**config.mk**
```make
export PLATFORM = sky130hd
export DESIGN_NAME = cmm_ram
export DESIGN_NICKNAME = d
export VERILOG_FILES = /design/src/sv/cmm_ram.sv
export SDC_FILE = /design/constraint.sdc
export NUM_CORES = 2
export LEC_CHECK = 0
export BUFFER_PORTS_ARGS = -buffer_cell sky130_fd_sc_hd__buf_2
export CAP_MARGIN = 20
export CELL_PAD_IN_SITES_DETAIL_PLACEMENT = 0
export CELL_PAD_IN_SITES_GLOBAL_PLACEMENT = 1
export CORE_MARGIN = 5
export CORE_UTILIZATION = 56
export CTS_CLUSTER_DIAMETER = 30
export CTS_CLUSTER_SIZE = 10
export DETAILED_ROUTE_END_ITERATION = 8
export GPL_TIMING_DRIVEN = 0
export PLACE_DENSITY = 0.86
export SLEW_MARGIN = 30
export SYNTH_ARGS = -nofsm -noshare
export SYNTH_HDL_FRONTEND = slang
export SYNTH_SLANG_ARGS = --single-unit
```
**constraint.sdc**
```tcl
create_clock -name clock -period 5.2 [get_ports clock]
set_clock_uncertainty 0.1 [all_clocks]
set_input_delay 0.78 -clock clock [delete_from_list [all_inputs] [get_ports clock]]
set_output_delay 0.78 -clock clock [all_outputs]
set_load 0.01 [all_outputs]
```
**src/sv/cmm_ram.sv**
```systemverilog
// ---------------------------------------------------------------------------
// cmm_ram
// Generic single-write, single-read RAM with registered read data.
// ---------------------------------------------------------------------------
module cmm_ram #(
   parameter int WIDTH = 32,
   parameter int DEPTH = 64
) (
   input  logic                     clock,
   input  logic                     wr_en,
   input  logic [$clog2(DEPTH)-1:0] wr_addr,
   input  logic [WIDTH-1:0]         wr_data,
   input  logic                     rd_en,
   input  logic [$clog2(DEPTH)-1:0] rd_addr,
   output logic [WIDTH-1:0]         rd_data
);

   logic [WIDTH-1:0] mem [DEPTH];
   logic [WIDTH-1:0] rd_data_ff;

   always_ff @(posedge clock) begin
      if (wr_en) begin
         mem[wr_addr] <= wr_data;
      end
      if (rd_en) begin
         rd_data_ff <= mem[rd_addr];
      end
   end

   assign rd_data = rd_data_ff;

endmodule

```
==> results_dict.tcl <==
set metrics [dict create \
    status "finished, final reports clean" \
    post_cts.resized_instances 0 \
    max_slew.worst_pin.slew_ns 1.21 \
    vias_per_cell 7.54 \
    worstPathMaxFanout 10 \
    overflow 0 \
    clkLatencyLatePin_ns 0.95 \
    required_ns 5.66 \
    fin_nets 3954 \
    startpoint_type "primary input" \
    fp.coreArea_um2 140000 \
    fin_area_um2 97600 \
    initial_core_util_pct 56.4 \
    die_h_um 385 \
    ir_drop_mv 0.396 \
    firstDrtPassIters 6 \
    grt_pass1_vias 46203 \
    ctsHtreeMaxLevel 5 \
    grt_usage_pct 39.2 \
    setup_viol 0 \
    synth-edff-count 2080 \
    power.total_mw 44.0 \
    drc 0 \
    post_cts_buffers 0 \
    die_x_um 385 \
    vias 45733 \
    synth_area_leaders "edfxtp_1 79%, mux4_2 16%, mux2i_1 1.2%, o22ai_1 0.67%, nor2_1 0.65%" \
    drt_wl_total_um 288000 \
    syn_inst 3324 \
    clock-root-buffer "clkbuf_16" \
    fin_crit_sh_pct 84.8 \
    yosysTopAreaCellShare_pct 79.2 \
    core.rowCount 137 \
    clock-sinks 2080 \
    cap_violations 0 \
    io_buffers 70 \
    ant_nets 0 \
    grt_pass1_wl_um 385000 \
    slew_headroom_pct 19.3 \
    netlist.top_cell.by_area "edfxtp_1" \
    cp-end-kind "register" \
    cts-hold-fix-buffers 0 \
    drive_above_1_share_pct 36.3 \
    ys_types 33 \
    final_cells 6069 \
    cts_buffers 359 \
    drv_slew 0 \
    synth_area_per_cell_um2 23.7 \
    die_area_um2 148000 \
    dpl.hpwl_um 161000 \
    dpl_cell_area_um2 85800 \
    synth_area_um2 78800 \
    hold_class "in2reg" \
    period_needed_ns 4.41 \
    p_per_area_nw_per_um2 450 \
    grt_max_degree 65 \
    syn_nets 3371 \
    rsz0062_at_grt "no" \
    crit_arrival_ns 4.87 \
    ys_ff_latch 2080 \
    dp.cells 5422 \
    ys_seq_area_share_pct 79.2 \
    clockBufferDepth 4 \
    antenna_found_initial 20 \
    max_freq_mhz 227 \
    yosysWarnings 0 \
    async_reset_ff_share_pct 0 \
    ioPinCount 79 \
    nFillCells 7414 \
    layout_commonest_cell "edfxtp_1" \
    mostFrequentLayoutCells "2,080 x edfxtp_1, 544 x mux4_2, 366 x clkbuf_16" \
    areaGrowthSynthToFinish_pct 23.8 \
    wl_per_cell_um 47.4 \
    cts_tree "yes" \
    p_leak_nw 31.5 \
    hold_violations 0 \
    clkTransAtPathRegs_ns 0.05 \
    worstSetupPathType "in2reg" \
    synth_ff_type "edfxtp_1" \
    r2r_setup_slack_ns 2.02 \
    gp_congestion 0.891 \
    initialDrtViolationCount 9697 \
]
==> Yosys cell counts, types with 12 or more instances <==
cell type	count
a21oi_1	62
a22oi_1	12
buf_1	21
buf_2	57
buf_4	25
clkbuf_1	74
edfxtp_1	2080
mux2i_1	93
mux4_2	544
nand2_1	26
nor2_1	137
nor2b_1	15
o221ai_1	27
o22ai_1	84
==> cell type report <==
cell class	count	area, um^2	share of cell area, %
Multi-Input combinational cell	1062	16000	16.4
Antenna cell	16	40.0	0.0410
Timing Repair Buffer	222	4170	4.28
Clock inverter	232	2350	2.41
Buffer	182	933	0.957
Sequential cell	2080	62500	64.0
Clock buffer	399	9280	9.51
Tap cell	1876	2350	2.41
==> power by group <==
part           switching [mW]  internal (mW)  total [mW]
Clock                    8.55           14.6        23.2
Sequential             0.0497           18.6        18.7
Combinational            1.43          0.648        2.08
Total                    10.0           33.9        44.0
==> sequential cells by signal (all words and copies together), names as in the netlist <==
signal	count
mem	2048
rd_data	32
==> critical path, stage by stage <==
cell      delay [ns]
buf_2           0.45
clkbuf_1        0.53
clkbuf_1        0.91
mux4_2          0.46
mux4_2          0.48
o22ai_1         0.88
nor2_1          0.37
==> logic make-up (layout without fill, tap and decap cells) <==
logic type             Yosys count  after routing  synth area share [%]
DFF                           2080           2080                  79.2
other                            0             16                     0
AOI/OAI and AO/OA              202            202                  1.67
muxes                          637            637                  16.7
and+or+nand+nor                223            223                  1.26
buffers and inverters          182           1035                  1.12
==> routing by layer <==
metal / part of all wire, % / GRT usage (%) / routed length, um
met3: 16 / 14.4 / 46300
met1: 28 / 45.5 / 80800
met5: 0.015 / 0 / 44
met4: 10 / 30.7 / 29800
met2: 45 / 59.4 / 131000
==> stage by stage <==
stage	util [%]	hold slack [ns]	TNS, ns	setup WS [ns]
finish	69.8	0.313	0	0.793
global route	69.8	0.327	0	1.05
CTS	69.8	0.292	0	0.828
detailed placement	61.4	0.820	-0.0230	-0.0230
global placement	58.4	0.853	-1029.55	-2.43
floorplan	-	0.650	0	1.16
==> path summary, 6_finish.rpt <==
kind	from	to	depth (start not counted)
setup reg to reg	mem[30][18]	rd_data[18]	4
hold reg to reg	mem[28][8]	rd_data[8]	4
setup / recovery	rd_addr[1]	rd_data[18]	7
hold / removal	wr_data[20]	mem[62][20]	1
Note: power is estimated with default switching activity, not from simulation.
