**src/sv/cmm_pkg.sv**
```systemverilog
// ---------------------------------------------------------------------------
// cmm_pkg
// Types, sizes and helpers of the complex matrix multiply unit.
// ---------------------------------------------------------------------------
package cmm_pkg;

   localparam int MAX_DIM         = 8;
   localparam int DATA_WIDTH      = 16;
   localparam int ACC_WIDTH       = 36;
   localparam int ELEM_WIDTH      = 2 * DATA_WIDTH;
   localparam int PROD_WIDTH      = 2 * DATA_WIDTH;
   localparam int STORE_DEPTH     = MAX_DIM * MAX_DIM;
   localparam int ADDR_WIDTH      = $clog2(STORE_DEPTH);
   localparam int CNT_WIDTH       = ADDR_WIDTH + 1;
   localparam int IDX_WIDTH       = $clog2(MAX_DIM);
   localparam int DIM_WIDTH       = 4;
   localparam int CSR_INDEX_WIDTH = 2;

   typedef enum logic [CSR_INDEX_WIDTH-1:0] {
      CSR_ROWS_A    = 2'd0,
      CSR_INNER_DIM = 2'd1,
      CSR_COLS_B    = 2'd2
   } csr_index_type;

   typedef enum logic {
      FUNC_LOAD_A = 1'b0,
      FUNC_LOAD_B = 1'b1
   } func_type;

   typedef enum logic [1:0] {
      SEQ_IDLE,
      SEQ_MAC,
      SEQ_DRAIN
   } seq_state_type;

   // Control that travels with one beat through the MAC pipeline
   typedef struct packed {
      logic valid;
      logic first_k;
      logic emit;
      logic drain;
      logic last;
   } beat_ctrl_type;

   // Zero acts as one, anything above MAX_DIM acts as MAX_DIM
   function automatic logic [DIM_WIDTH-1:0] eff_dim(input logic [DIM_WIDTH-1:0] d);
      logic [DIM_WIDTH-1:0] r;
      if (d == '0) r = DIM_WIDTH'(1);
      else if (d > DIM_WIDTH'(MAX_DIM)) r = DIM_WIDTH'(MAX_DIM);
      else r = d;
      return r;
   endfunction

endpackage

```
**src/sv/cmm_seq.sv**
```systemverilog
// ---------------------------------------------------------------------------
// cmm_seq
// Walks rows, inner index and columns (columns innermost), then one drain pass.
// ---------------------------------------------------------------------------
module cmm_seq import cmm_pkg::*; (
   input  logic                  clock,
   input  logic                  reset,
   input  logic                  start,
   input  logic                  en,
   input  logic [DIM_WIDTH-1:0]  m_dim,
   input  logic [DIM_WIDTH-1:0]  n_dim,
   input  logic [DIM_WIDTH-1:0]  p_dim,
   output logic [ADDR_WIDTH-1:0] a_addr,
   output logic [ADDR_WIDTH-1:0] b_addr,
   output beat_ctrl_type         ctrl,
   output logic                  busy
);

   seq_state_type state_ff, state_in;
   logic [IDX_WIDTH-1:0] i_ff, i_in, k_ff, k_in, j_ff, j_in;
   logic [IDX_WIDTH-1:0] m_last, n_last, p_last;
   logic [CNT_WIDTH-1:0] a_lin, b_lin;

   assign m_last = IDX_WIDTH'(m_dim - DIM_WIDTH'(1));
   assign n_last = IDX_WIDTH'(n_dim - DIM_WIDTH'(1));
   assign p_last = IDX_WIDTH'(p_dim - DIM_WIDTH'(1));

   // Row-major store addresses of A(i,k) and B(k,j)
   assign a_lin  = CNT_WIDTH'(i_ff) * CNT_WIDTH'(n_dim) + CNT_WIDTH'(k_ff);
   assign b_lin  = CNT_WIDTH'(k_ff) * CNT_WIDTH'(p_dim) + CNT_WIDTH'(j_ff);
   assign a_addr = a_lin[ADDR_WIDTH-1:0];
   assign b_addr = b_lin[ADDR_WIDTH-1:0];

   always_ff @(posedge clock) begin
      if (reset) begin
         state_ff <= SEQ_IDLE;
         i_ff     <= '0;
         k_ff     <= '0;
         j_ff     <= '0;
      end else begin
         state_ff <= state_in;
         i_ff     <= i_in;
         k_ff     <= k_in;
         j_ff     <= j_in;
      end
   end

   // Next state and beat control
   always_comb begin
      state_in = state_ff;
      i_in     = i_ff;
      k_in     = k_ff;
      j_in     = j_ff;
      ctrl     = '0;
      unique case (state_ff)
         SEQ_IDLE: begin
            if (start) begin
               state_in = SEQ_MAC;
               i_in     = '0;
               k_in     = '0;
               j_in     = '0;
            end
         end
         SEQ_MAC: begin
            ctrl.valid   = 1'b1;
            ctrl.first_k = (k_ff == '0);
            ctrl.emit    = (k_ff == '0) && (i_ff != '0);
            if (en) begin
               if (j_ff != p_last) begin
                  j_in = j_ff + IDX_WIDTH'(1);
               end else begin
                  j_in = '0;
                  if (k_ff != n_last) begin
                     k_in = k_ff + IDX_WIDTH'(1);
                  end else begin
                     k_in = '0;
                     if (i_ff != m_last) i_in = i_ff + IDX_WIDTH'(1);
                     else state_in = SEQ_DRAIN;
                  end
               end
            end
         end
         SEQ_DRAIN: begin
            ctrl.valid = 1'b1;
            ctrl.emit  = 1'b1;
            ctrl.drain = 1'b1;
            ctrl.last  = (j_ff == p_last);
            if (en) begin
               if (j_ff != p_last) j_in = j_ff + IDX_WIDTH'(1);
               else begin
                  j_in     = '0;
                  state_in = SEQ_IDLE;
               end
            end
         end
         default: state_in = SEQ_IDLE;
      endcase
   end

   assign busy = (state_ff != SEQ_IDLE);

endmodule

```
**config.mk**
```make
export PLATFORM = sky130hd
export DESIGN_NAME = cmm_seq
export DESIGN_NICKNAME = d
export VERILOG_FILES = /design/src/sv/cmm_pkg.sv /design/src/sv/cmm_seq.sv
export SDC_FILE = /design/constraint.sdc
export NUM_CORES = 1
export LEC_CHECK = 0
export CAP_MARGIN = 20
export CELL_PAD_IN_SITES_DETAIL_PLACEMENT = 0
export CELL_PAD_IN_SITES_GLOBAL_PLACEMENT = 1
export CORE_MARGIN = 2
export CORE_UTILIZATION = 51
export DETAILED_ROUTE_END_ITERATION = 10
export DONT_BUFFER_PORTS = 1
export PLACE_DENSITY = 0.83
export SETUP_SLACK_MARGIN = 0.5
export SLEW_MARGIN = 20
export SYNTH_ARGS = -nofsm -noshare
export SYNTH_HDL_FRONTEND = slang
export SYNTH_SLANG_ARGS = --single-unit
export TNS_END_PERCENT = 100
```
**constraint.sdc**
```tcl
create_clock -name clock -period 8.54 [get_ports clock]
set_clock_uncertainty 0.05 [all_clocks]
set_input_delay 0.427 -clock clock [delete_from_list [all_inputs] [get_ports clock]]
set_output_delay 0.427 -clock clock [all_outputs]
set_load 0.03 [all_outputs]
```
==> summary by stage <==
Run status
The flow ran to the end, and the final reports show no timing, DRC or antenna violations.

GRT
The number of global-route vias before repair is 1209. The first-pass GRT wire length is 5.12 mm. The total grt overflow is 0. The pin count of the biggest net entering global routing is 11. The initial antenna violation count came to 0. In the global route stage, overall resource usage came out at 0.181.

Min path
The start point of the worst min-delay path is reset. The worst hold-check path type is in2reg. The worst hold path terminates at j_ff[0]. The number of stages on the worst hold path is 1.

Logic synthesis
The yosys synthesis warning count is 0. The number of flip-flops and latches in the synthesized netlist is 11. For this run, the leading register cell type out of synthesis is sky130_fd_sc_hd__dfxtp_1. The cell area that synthesis handed to floorplanning was 1630 um2. The number of nets handed over by synthesis was 243.

The number of synthesized flops with an enable pin is 0. The area share of the largest cell type after synthesis is 0.237. Among all cell types in the netlist, the one instantiated most often is sky130_fd_sc_hd__ha_1. Sorting the synthesized cells by area gives the leading types as sky130_fd_sc_hd__ha_1, sky130_fd_sc_hd__dfxtp_1, sky130_fd_sc_hd__fa_1.

The post-synthesis async set-or-reset flop share is 0. Synthesis handed over a netlist of 188 instances. Of all cell types, the one taking the most synthesized area is sky130_fd_sc_hd__ha_1.

Sorting the synthesized cells by how often they occur yields sky130_fd_sc_hd__ha_1, sky130_fd_sc_hd__inv_1, sky130_fd_sc_hd__nand2_1. For this run, the register share of the synthesized area comes to 0.135. The average instance area after synthesis is 8.69 um2. The count of unique library cells instantiated by Yosys is 41.

Setup path
Walking the worst path, the cells encountered are nand2_1, fa_1, inv_1, fa_1, fa_1, a21o_1, a21oi_1, xnor2_1. In this run the worst path has a maximum fanout of 9. The depth of the worst register-to-register path is 6.

The sort of element at the end of the critical path is an output pin. The launching element of the worst setup path is k_ff[2]. In this run the critical register-to-register path is launched from state_ff[1]. By startpoint and endpoint, the worst setup path is classified as reg2out.

The number of buffers and inverters on the critical path is 1. STA classifies the critical path startpoint as a register. The setup slack on the worst flop-to-flop path is 6.45 ns.

The slowest stage of the critical path is the sky130_fd_sc_hd__fa_1 cell. For this run, the slowest stage of the critical path takes 0.55 ns. By instance count, the cell type seen most on the critical path is sky130_fd_sc_hd__fa_1. Data on the critical path is required at its endpoint by 8.06 ns. The end of the worst register-to-register path is j_ff[2].

Broken down by cell family, the worst path's largest delay share belongs to adder cells. The arrival time at the worst endpoint is 3.21 ns.

Pwr
The share of total power dissipated in the clock network is 0.113. VDD sags by at most 0.000156 V. The share of total power dissipated in combinational logic is 0.664.

The cell internal power dissipation is 155 uW. Dividing total power by cell area gives a power density of 194 nW/um2. Summed over all cells, the static leakage comes to 0.947 nW. In this run the power spent charging and discharging nets is 172 uW.

The share of total power dissipated in sequential elements is 0.222. Of the total power, the share spent switching nets is 0.525.

Finish
The filler cell count in the final layout is 293. Of the cells placed in the final design, the portion with a size suffix greater than 1 is 0.0688. The area added between synthesis and finish is 3.22%. 0 antenna diodes ended up in the layout. Leaving out filler cells and counting taps, the final layout contains 233.

With fillers left out, the area of the finished cells amounts to 1690 um2. The area used by multi-input combinational logic is 1280 um2. The final net count is 245. At the end of the flow the core is filled with cells to 0.552. The flip-flop and latch area is 220 um2.

CTS
In this run the number of H-tree levels came out at 1. The TritonCTS clock tree is yes. The number of buffers on the longest clock path is 2. The count of clock tree sinks is 11. The number of buffers created by CTS is 3.

The hold buffer count at CTS is 0. After clock tree synthesis, the clock-pin slew on the worst setup and hold paths is 0.08 ns. Post-CTS repair changed the size of 0 cells. The buffer count from post-CTS setup fixing is 0.

The root cell of the clock tree is sky130_fd_sc_hd__clkbuf_4. The later pin in the worst-skew pair is clocked with a latency of 0.27 ns.

Route
The number of DRC violations after detailed-routing iteration 0 is 24. The met3 wire length is 157 um. Summing over every cut layer, the via total after detailed routing is 1225. After detailed routing, the number of remaining DRC violations is 0.

The highest metal layer with signal wires is met4. The via density per instance is 5.26. Summed over all layers, the routed wires come to 2.99 mm. Wire segments on met2 add up to 1.40 mm in the final route. After detailed routing, the wire length on met1 is 1.42 mm. The number of nets with antenna violations after detailed routing is 0. The first TritonRoute pass finished after 4 iterations. In the final routed layout, each cell accounts on average for 12.8 um.

Placed design
The number of placed instances, taps included, is 229. In this run the cell area measured after placement is 1660 um2. The sum of net half-perimeters after detailed placement is 2.51 mm.

At the end of routability-driven placement, the weighted congestion stood at 0.764. Buffers placed on the I/O ports in this run total 0.

Timing
The number of failing hold endpoints at the final stage is 0. The worst pin sits at a relative slew slack of 0.538. The total count of max-transition violations in the final report was 0. The maximum operating frequency is 0.271 GHz. Setup repair after global routing left no endpoint under its margin. At the pin with the least slew margin, the transition time is 0.689 ns. The share of the clock period used by the worst path after layout is 0.432.

For the final routed database, the setup TNS stands at 0 ns. The worst path needs 3.69 ns of the cycle, external delays included. The setup-violating endpoint count in the final report is 0.

Die
After floorplanning, the core was divided into 20 placement rows. The die extent in x is 60.6 um. The starting density of the core is 0.535. The area of the placeable core is 3050 um2. The I/O pin count is 34. The die span in y is 60.6 um. The floorplan die area is 3670 um2.

Flow run
Max-cap violations in this run came to 0.
-- state kept, by name, summed over array words and instances (netlist names) --
register	flops
i_ff	3
j_ff	3
k_ff	3
state_ff	2
-- power groups by stage --
stage	combinational, mW	clock, mW	sequential (mW)
finish	0.217	0.0370	0.0727
global route	0.244	0.0398	0.0743
CTS	0.220	0.0373	0.0727
detailed placement	0.219	0	0.0737
global placement	0.214	0	0.0735
floorplan	0.198	0	0.0702
-- worst max-delay path by stage --
stage | endpoint | cells after the start
after floorplan | b_addr[5] | 9
after global placement | b_addr[5] | 8
after detailed placement | b_addr[5] | 8
after CTS | b_addr[5] | 8
after global routing | b_addr[5] | 8
final | b_addr[5] | 8
-- area by class of cell --
type / count / share of cell area
flip-flops and latches: 11 / 0.131
well taps: 44 / 0.0326
clock buffers: 4 / 0.0156
inverters: 27 / 0.0601
multi-input cells: 147 / 0.761
-- metrics by stage --
step                setup WS [ns]  total power [mW]  hold WS [ns]
global route                 4.67             0.358         0.162
global placement             5.13             0.288         0.420
CTS                          4.82             0.329         0.168
detailed placement           5.11             0.292         0.430
finish                       4.85             0.327         0.172
floorplan                    5.21             0.268         0.402
-- logic make-up (layout without fill, tap and decap cells) --
logic type / count (synthesis) / after routing / synth area share
simple gates: 55 / 55 / 0.175
mux: 4 / 4 / 0.0253
buf+inv: 30 / 31 / 0.0796
xor+xnor: 21 / 21 / 0.129
compound gates: 28 / 28 / 0.121
flops: 11 / 11 / 0.135
fa+ha+maj: 39 / 39 / 0.335
-- layer usage --
layer / global-route usage / vias to the layer above
met5: 0 / -
met4: 0.0373 / 0
met3: 0.0384 / 2
met2: 0.300 / 25
met1: 0.244 / 573
li1: - / 625
-- cell usage in the layout (no fill, tap or decap), drive strengths merged --
master	synthesis	routed
ha	31	31
inv	27	27
nand2	23	23
nor2	11	11
dfxtp	11	11
xor2	10	10
a21oi	10	10
xnor2	9	9
fa	8	8
and2	5	5
a21o	4	4
clkbuf	2	4
o21ai	4	4
nand2b	3	3
mux2i	3	3
nand3	3	3
or3	3	3
xnor3	2	2
nor2b	2	2
and3	1	1
nand4	1	1
a2bb2oi	1	1
and4b	1	1
a22oi	1	1
a31oi	1	1
o21a	1	1
a211oi	1	1
o22ai	1	1
mux2	1	1
nor4b	1	1
a211o	1	1
o211a	1	1
o311ai	1	1
a31o	1	1
or4	1	1
Note: power is estimated with default switching activity, not from simulation.
