File: config.mk
export PLATFORM = sky130hd
export DESIGN_NAME = cmm_chain
export DESIGN_NICKNAME = d
export VERILOG_FILES = /design/src/sv/cmm_pkg.sv /design/src/sv/cmm_cell.sv /design/src/sv/cmm_chain.sv
export SDC_FILE = /design/constraint.sdc
export NUM_CORES = 2
export LEC_CHECK = 0
export BUFFER_PORTS_ARGS = -buffer_cell sky130_fd_sc_hd__buf_2
export CORE_ASPECT_RATIO = 0.75
export CORE_MARGIN = 5
export CORE_UTILIZATION = 40
export CTS_CLUSTER_DIAMETER = 100
export DETAILED_ROUTE_END_ITERATION = 8
export GPL_ROUTABILITY_DRIVEN = 0
export PLACE_DENSITY_LB_ADDON = 0.25
export SYNTH_ARGS = -nofsm -noshare
export SYNTH_HDL_FRONTEND = slang
export SYNTH_SLANG_ARGS = --single-unit
File: constraint.sdc
create_clock -name clock -period 21.8 [get_ports clock]
set_input_delay 0 -clock clock [delete_from_list [all_inputs] [get_ports clock]]
set_output_delay 0 -clock clock [all_outputs]
set_load 0.02 [all_outputs]
File: src/sv/cmm_pkg.sv
// ---------------------------------------------------------------------------
// cmm_pkg
// Types, sizes and helpers of the complex matrix multiply unit.
// ---------------------------------------------------------------------------
package cmm_pkg;

   localparam int MAX_DIM         = 8;
   localparam int DATA_WIDTH      = 16;
   localparam int ACC_WIDTH       = 36;
   localparam int ELEM_WIDTH      = 2 * DATA_WIDTH;
   localparam int PROD_WIDTH      = 2 * DATA_WIDTH;
   localparam int STORE_DEPTH     = MAX_DIM * MAX_DIM;
   localparam int ADDR_WIDTH      = $clog2(STORE_DEPTH);
   localparam int CNT_WIDTH       = ADDR_WIDTH + 1;
   localparam int IDX_WIDTH       = $clog2(MAX_DIM);
   localparam int DIM_WIDTH       = 4;
   localparam int CSR_INDEX_WIDTH = 2;

   typedef enum logic [CSR_INDEX_WIDTH-1:0] {
      CSR_ROWS_A    = 2'd0,
      CSR_INNER_DIM = 2'd1,
      CSR_COLS_B    = 2'd2
   } csr_index_type;

   typedef enum logic {
      FUNC_LOAD_A = 1'b0,
      FUNC_LOAD_B = 1'b1
   } func_type;

   typedef enum logic [1:0] {
      SEQ_IDLE,
      SEQ_MAC,
      SEQ_DRAIN
   } seq_state_type;

   // Control that travels with one beat through the MAC pipeline
   typedef struct packed {
      logic valid;
      logic first_k;
      logic emit;
      logic drain;
      logic last;
   } beat_ctrl_type;

   // Zero acts as one, anything above MAX_DIM acts as MAX_DIM
   function automatic logic [DIM_WIDTH-1:0] eff_dim(input logic [DIM_WIDTH-1:0] d);
      logic [DIM_WIDTH-1:0] r;
      if (d == '0) r = DIM_WIDTH'(1);
      else if (d > DIM_WIDTH'(MAX_DIM)) r = DIM_WIDTH'(MAX_DIM);
      else r = d;
      return r;
   endfunction

endpackage

File: src/sv/cmm_cell.sv
// ---------------------------------------------------------------------------
// cmm_cell
// One accumulator cell of the ring: loads its source plus a term.
// ---------------------------------------------------------------------------
module cmm_cell import cmm_pkg::*; (
   input  logic                        clock,
   input  logic                        en,
   input  logic signed [ACC_WIDTH-1:0] src_re,
   input  logic signed [ACC_WIDTH-1:0] src_im,
   input  logic signed [ACC_WIDTH-1:0] term_re,
   input  logic signed [ACC_WIDTH-1:0] term_im,
   output logic signed [ACC_WIDTH-1:0] acc_re,
   output logic signed [ACC_WIDTH-1:0] acc_im
);

   logic signed [ACC_WIDTH-1:0] acc_re_ff, acc_re_in;
   logic signed [ACC_WIDTH-1:0] acc_im_ff, acc_im_in;

   // Sum wraps at the accumulator width, which never overflows here
   always_comb begin
      acc_re_in = src_re + term_re;
      acc_im_in = src_im + term_im;
   end

   always_ff @(posedge clock) begin
      if (en) begin
         acc_re_ff <= acc_re_in;
         acc_im_ff <= acc_im_in;
      end
   end

   assign acc_re = acc_re_ff;
   assign acc_im = acc_im_ff;

endmodule

File: src/sv/cmm_chain.sv
// ---------------------------------------------------------------------------
// cmm_chain
// Product stage and ring of accumulator cells, one cell per product column.
// ---------------------------------------------------------------------------
module cmm_chain import cmm_pkg::*; (
   input  logic                        clock,
   input  logic                        reset,
   input  logic                        en,
   input  beat_ctrl_type               ctrl_s0,
   input  logic [ELEM_WIDTH-1:0]       a_elem,
   input  logic [ELEM_WIDTH-1:0]       b_elem,
   input  logic [DIM_WIDTH-1:0]        p_dim,
   output beat_ctrl_type               ctrl_s2,
   output logic signed [ACC_WIDTH-1:0] tail_re,
   output logic signed [ACC_WIDTH-1:0] tail_im
);

   beat_ctrl_type ctrl_s1_ff, ctrl_s2_ff;

   logic signed [DATA_WIDTH-1:0] a_re, a_im, b_re, b_im;
   logic signed [PROD_WIDTH-1:0] rr_ff, ii_ff, ri_ff, ir_ff;
   logic signed [PROD_WIDTH-1:0] rr_in, ii_in, ri_in, ir_in;

   logic signed [ACC_WIDTH-1:0] cell_re [MAX_DIM];
   logic signed [ACC_WIDTH-1:0] cell_im [MAX_DIM];
   logic signed [ACC_WIDTH-1:0] src_re  [MAX_DIM];
   logic signed [ACC_WIDTH-1:0] src_im  [MAX_DIM];
   logic signed [ACC_WIDTH-1:0] term_re [MAX_DIM];
   logic signed [ACC_WIDTH-1:0] term_im [MAX_DIM];
   logic [IDX_WIDTH-1:0]        tail_idx;
   logic                        shift;

   // Beat control follows the RAM read and the product register
   always_ff @(posedge clock) begin
      if (reset) begin
         ctrl_s1_ff <= '0;
         ctrl_s2_ff <= '0;
      end else if (en) begin
         ctrl_s1_ff <= ctrl_s0;
         ctrl_s2_ff <= ctrl_s1_ff;
      end
   end

   // Four partial products of the complex multiply
   always_comb begin
      a_re  = a_elem[ELEM_WIDTH-1:DATA_WIDTH];
      a_im  = a_elem[DATA_WIDTH-1:0];
      b_re  = b_elem[ELEM_WIDTH-1:DATA_WIDTH];
      b_im  = b_elem[DATA_WIDTH-1:0];
      rr_in = a_re * b_re;
      ii_in = a_im * b_im;
      ri_in = a_re * b_im;
      ir_in = a_im * b_re;
   end

   always_ff @(posedge clock) begin
      if (en) begin
         rr_ff <= rr_in;
         ii_ff <= ii_in;
         ri_ff <= ri_in;
         ir_ff <= ir_in;
      end
   end

   // Ring closes at column p-1; the head restarts at zero on the first k and in the drain pass
   assign tail_idx = IDX_WIDTH'(p_dim - DIM_WIDTH'(1));
   assign tail_re  = cell_re[tail_idx];
   assign tail_im  = cell_im[tail_idx];
   assign shift    = en && ctrl_s2_ff.valid;

   always_comb begin
      for (int x = 0; x < MAX_DIM; x++) begin
         if (x == 0) begin
            src_re[x]  = (ctrl_s2_ff.first_k || ctrl_s2_ff.drain) ? '0 : tail_re;
            src_im[x]  = (ctrl_s2_ff.first_k || ctrl_s2_ff.drain) ? '0 : tail_im;
            term_re[x] = ACC_WIDTH'(rr_ff) - ACC_WIDTH'(ii_ff);
            term_im[x] = ACC_WIDTH'(ri_ff) + ACC_WIDTH'(ir_ff);
         end else begin
            src_re[x]  = cell_re[x-1];
            src_im[x]  = cell_im[x-1];
            term_re[x] = '0;
            term_im[x] = '0;
         end
      end
   end

   for (genvar g = 0; g < MAX_DIM; g++) begin : g_cell
      cmm_cell u_cell (
         .clock   (clock),
         .en      (shift),
         .src_re  (src_re[g]),
         .src_im  (src_im[g]),
         .term_re (term_re[g]),
         .term_im (term_im[g]),
         .acc_re  (cell_re[g]),
         .acc_im  (cell_im[g])
      );
   end

   assign ctrl_s2 = ctrl_s2_ff;

endmodule

==> results.md <==
* Mux cell area share after synthesis at 5.90%
* Netlist cell types at 76
* Synth Area in Simple Gates at 10.0%
* Critical path capture point type: register
* Design area at 76800 um2
* Worst-margin pin slew at 1190 ps
* Synth top area cells: fa_1 (32%), edfxtp_1 (30%), ha_1 (7.1%)
* Post-Synth XOR/XNOR Area at 2.56%
* First-pass GRT wire length at 273000 um
* Cell area after synthesis at 70800 um2
* CTS Buffer Depth at 3
* Outcome: finished, final reports clean
* Data arrival time of the critical path at 7060 ps
* Hold-fix buffers, CTS at 18
* Clock root cell: clkbuf_16
* FMAX at 149 MHz
* Max-slew headroom at 20.2%
* Synth top area share at 31.6%
* Final Max Tran Viols at 0
* Largest net degree at the start of global routing at 177
* Post-synth EDFFs at 704
* Largest family of logic cells by synthesized area: adder cells
* Num CTS Buffers at 80
* Grt total ovfl at 0
* WL/cell at 20.0 um
* Final hold vios at 0
* CP required at 22160 ps
* Die Area at 186000 um2
* Chip width at 496 um
* Synth Area in Compound Gates at 4.38%
* RSZ-0062 raised after global routing: false
* Syn Nets at 7691
* Detailed Route WL at 171000 um
* Placed cells at 8396
* Vias/cell at 5.10
* Final setup vio count at 0
* Setup Fix Bufs, Post-CTS at 0
* Critical Path Start Type: input port
* Worst skew pair latency at 670 ps
* Drt pass-1 iters at 6
* Clock sink count at 714
* Synth Area per Inst at 11.6 um2
* Chip Height at 374 um
* Initial drt markers at 3192
* Vias in the first global route at 46500
* Total core area at 176000 um2
* Min Tclk post-route at 6700 ps
* Hold WC Path Type: in -> reg
* Final critical-path share of the clock period at 30.7%
* Critical path class: in -> reg
* CTS tree: done
* Final net count at 7730
* Dpl hpwl at 129000 um
* Ports at 153
* # port buffers at 151
* Worst clock skew at 38.5 ps
* Post-Synthesis Cells at 6095
* DRC errors left at 0
* Max-cap viol count at 0
* Worst-path clk slew at 60 ps
* Vias at 43700
* Initial antenna violation count at 33
* Fraction of registers with async set/reset at 0%
* Post-synth top area cell: fa_1
* Ys flop type: edfxtp_1
* H-tree depth at 3
* Post-route ant nets at 0
* Rows at 133
* Final core occ at 43.7%
* Yosys reg bits at 714
* Fraction of layout cells with a size suffix above 1 at 8.86%
* Placed Area at 73900 um2
* Starting density of the core at 40.3%
* Yosys warnings at 0
* Total track usage at 18.9%
* Fin cells at 8572
* Area growth syn-to-layout at 8.43%
* Register area share after synthesis at 30.1%
* Critical-path maximum fanout at 32
* Setup TNS at 0 ps
* Synth Area in Adders at 38.7%
* Post-CTS resize count at 0
[per-layer routing]
| metal | GRT usage, % | vias up | part of all wire (%) |
|---|---|---|---|
| met1 | 29.3 | 22900 | 48 |
| met2 | 27.7 | 1193 | 43 |
| met4 | 3.04 | 6 | 1.4 |
| li1 | - | 19400 | - |
| met3 | 4.14 | 174 | 7.6 |
| met5 | 0 | - | 0.023 |
[kinds of logic after synthesis]
| logic type | after synthesis |
|---|---|
| XOR/XNOR | 205 |
| AND/OR/NAND/NOR | 1418 |
| buffers and inverters | 1544 |
| adder cells (fa/ha/maj) | 1520 |
| AO/OA/AOI/OAI | 466 |
| flip-flops | 714 |
| multiplexers | 228 |
[critical path, stage by stage]
cell	delay, ps
buf_2	610
nand2_1	180
fa_1	560
inv_1	50
fa_1	500
inv_1	50
fa_1	520
inv_1	50
fa_1	460
fa_1	510
inv_1	50
fa_1	480
inv_1	50
ha_1	400
a21oi_1	280
o22a_1	190
a21oi_1	60
a311o_1	370
a21oi_1	300
o41ai_1	170
a41oi_1	340
a21oi_1	130
xnor2_1	700
[registers in the layout (all words and copies together) (netlist names)]
register              count
rr_ff                    32
ii_ff                    32
g_cell.u_cell.acc_im    288
ctrl_s1_ff                5
ir_ff                    32
ri_ff                    32
g_cell.u_cell.acc_re    288
ctrl_s2                   5
[Yosys cell counts (all sizes together) (29+ instances only)]
| library cell | number |
|---|---|
| a21o | 71 |
| a21oi | 152 |
| and2 | 542 |
| clkbuf | 227 |
| edfxtp | 704 |
| fa | 1119 |
| ha | 401 |
| inv | 1296 |
| mux2 | 72 |
| mux4 | 144 |
| nand2 | 556 |
| nand2b | 33 |
| nand3 | 30 |
| nor2 | 138 |
| nor3 | 32 |
| o21ai | 72 |
| o21bai | 29 |
| xnor2 | 155 |
| xor2 | 49 |
[metrics by stage]
step	hold WS, ps	setup slack, ps
3_5_place_dp	251	14520
4_1_cts	47.9	15270
6_report	102	15100
2_1_floorplan	112	7300
5_1_grt	95.5	14880
3_3_place_gp	242	14650
[cell type report]
cell class / count / area (um2)
Fill cell: 16300 / 98800
Multi-Input combinational cell: 3837 / 43600
Sequential cell: 714 / 21300
Inverter: 1296 / 4860
Tap cell: 2362 / 2960
Clock buffer: 88 / 2030
Timing Repair Buffer: 205 / 1250
Clock inverter: 58 / 648
Antenna cell: 12 / 30.0
[final timing paths]
check,start,end,slack [ps],cells after the start
max,a_elem[7],ii_ff[31],15100,23
min,a_elem[0],ir_ff[0],100,2
max reg2reg,ctrl_s2[1],g_cell[0].u_cell.acc_re[35],16760,15
min reg2reg,g_cell[6].u_cell.acc_re[24],g_cell[7].u_cell.acc_re[24],430,0
[layout by cell type (no fill, tap or decap), types with 11 or more instances in the layout]
cell type / synthesis / final
a21o_1: 69 / 69
inv_1: 1296 / 1296
clkbuf_16: 0 / 80
mux2_2: 72 / 72
and2_1: 542 / 541
fa_1: 1119 / 1119
mux4_2: 144 / 144
nor3_1: 32 / 32
o21ai_0: 68 / 68
xor2_1: 49 / 48
buf_2: 10 / 149
clkinv_2: 0 / 15
xnor2_1: 155 / 155
o211ai_1: 11 / 11
nand4_1: 14 / 14
dlygate4sd3_1: 0 / 18
and3_1: 19 / 19
nand2b_1: 33 / 33
nor2b_1: 16 / 16
o21bai_1: 29 / 29
a21oi_1: 151 / 151
edfxtp_1: 704 / 704
a31oi_1: 11 / 11
nand3_1: 30 / 30
nand2_1: 556 / 556
ha_1: 401 / 400
o21a_1: 24 / 24
mux2i_1: 12 / 12
diode_2: 0 / 12
buf_4: 0 / 34
nor2_1: 138 / 137
clkinv_1: 0 / 18
Power is not shown: default switching activity piles up to over one toggle a cycle in this logic, so the estimate is an artifact.
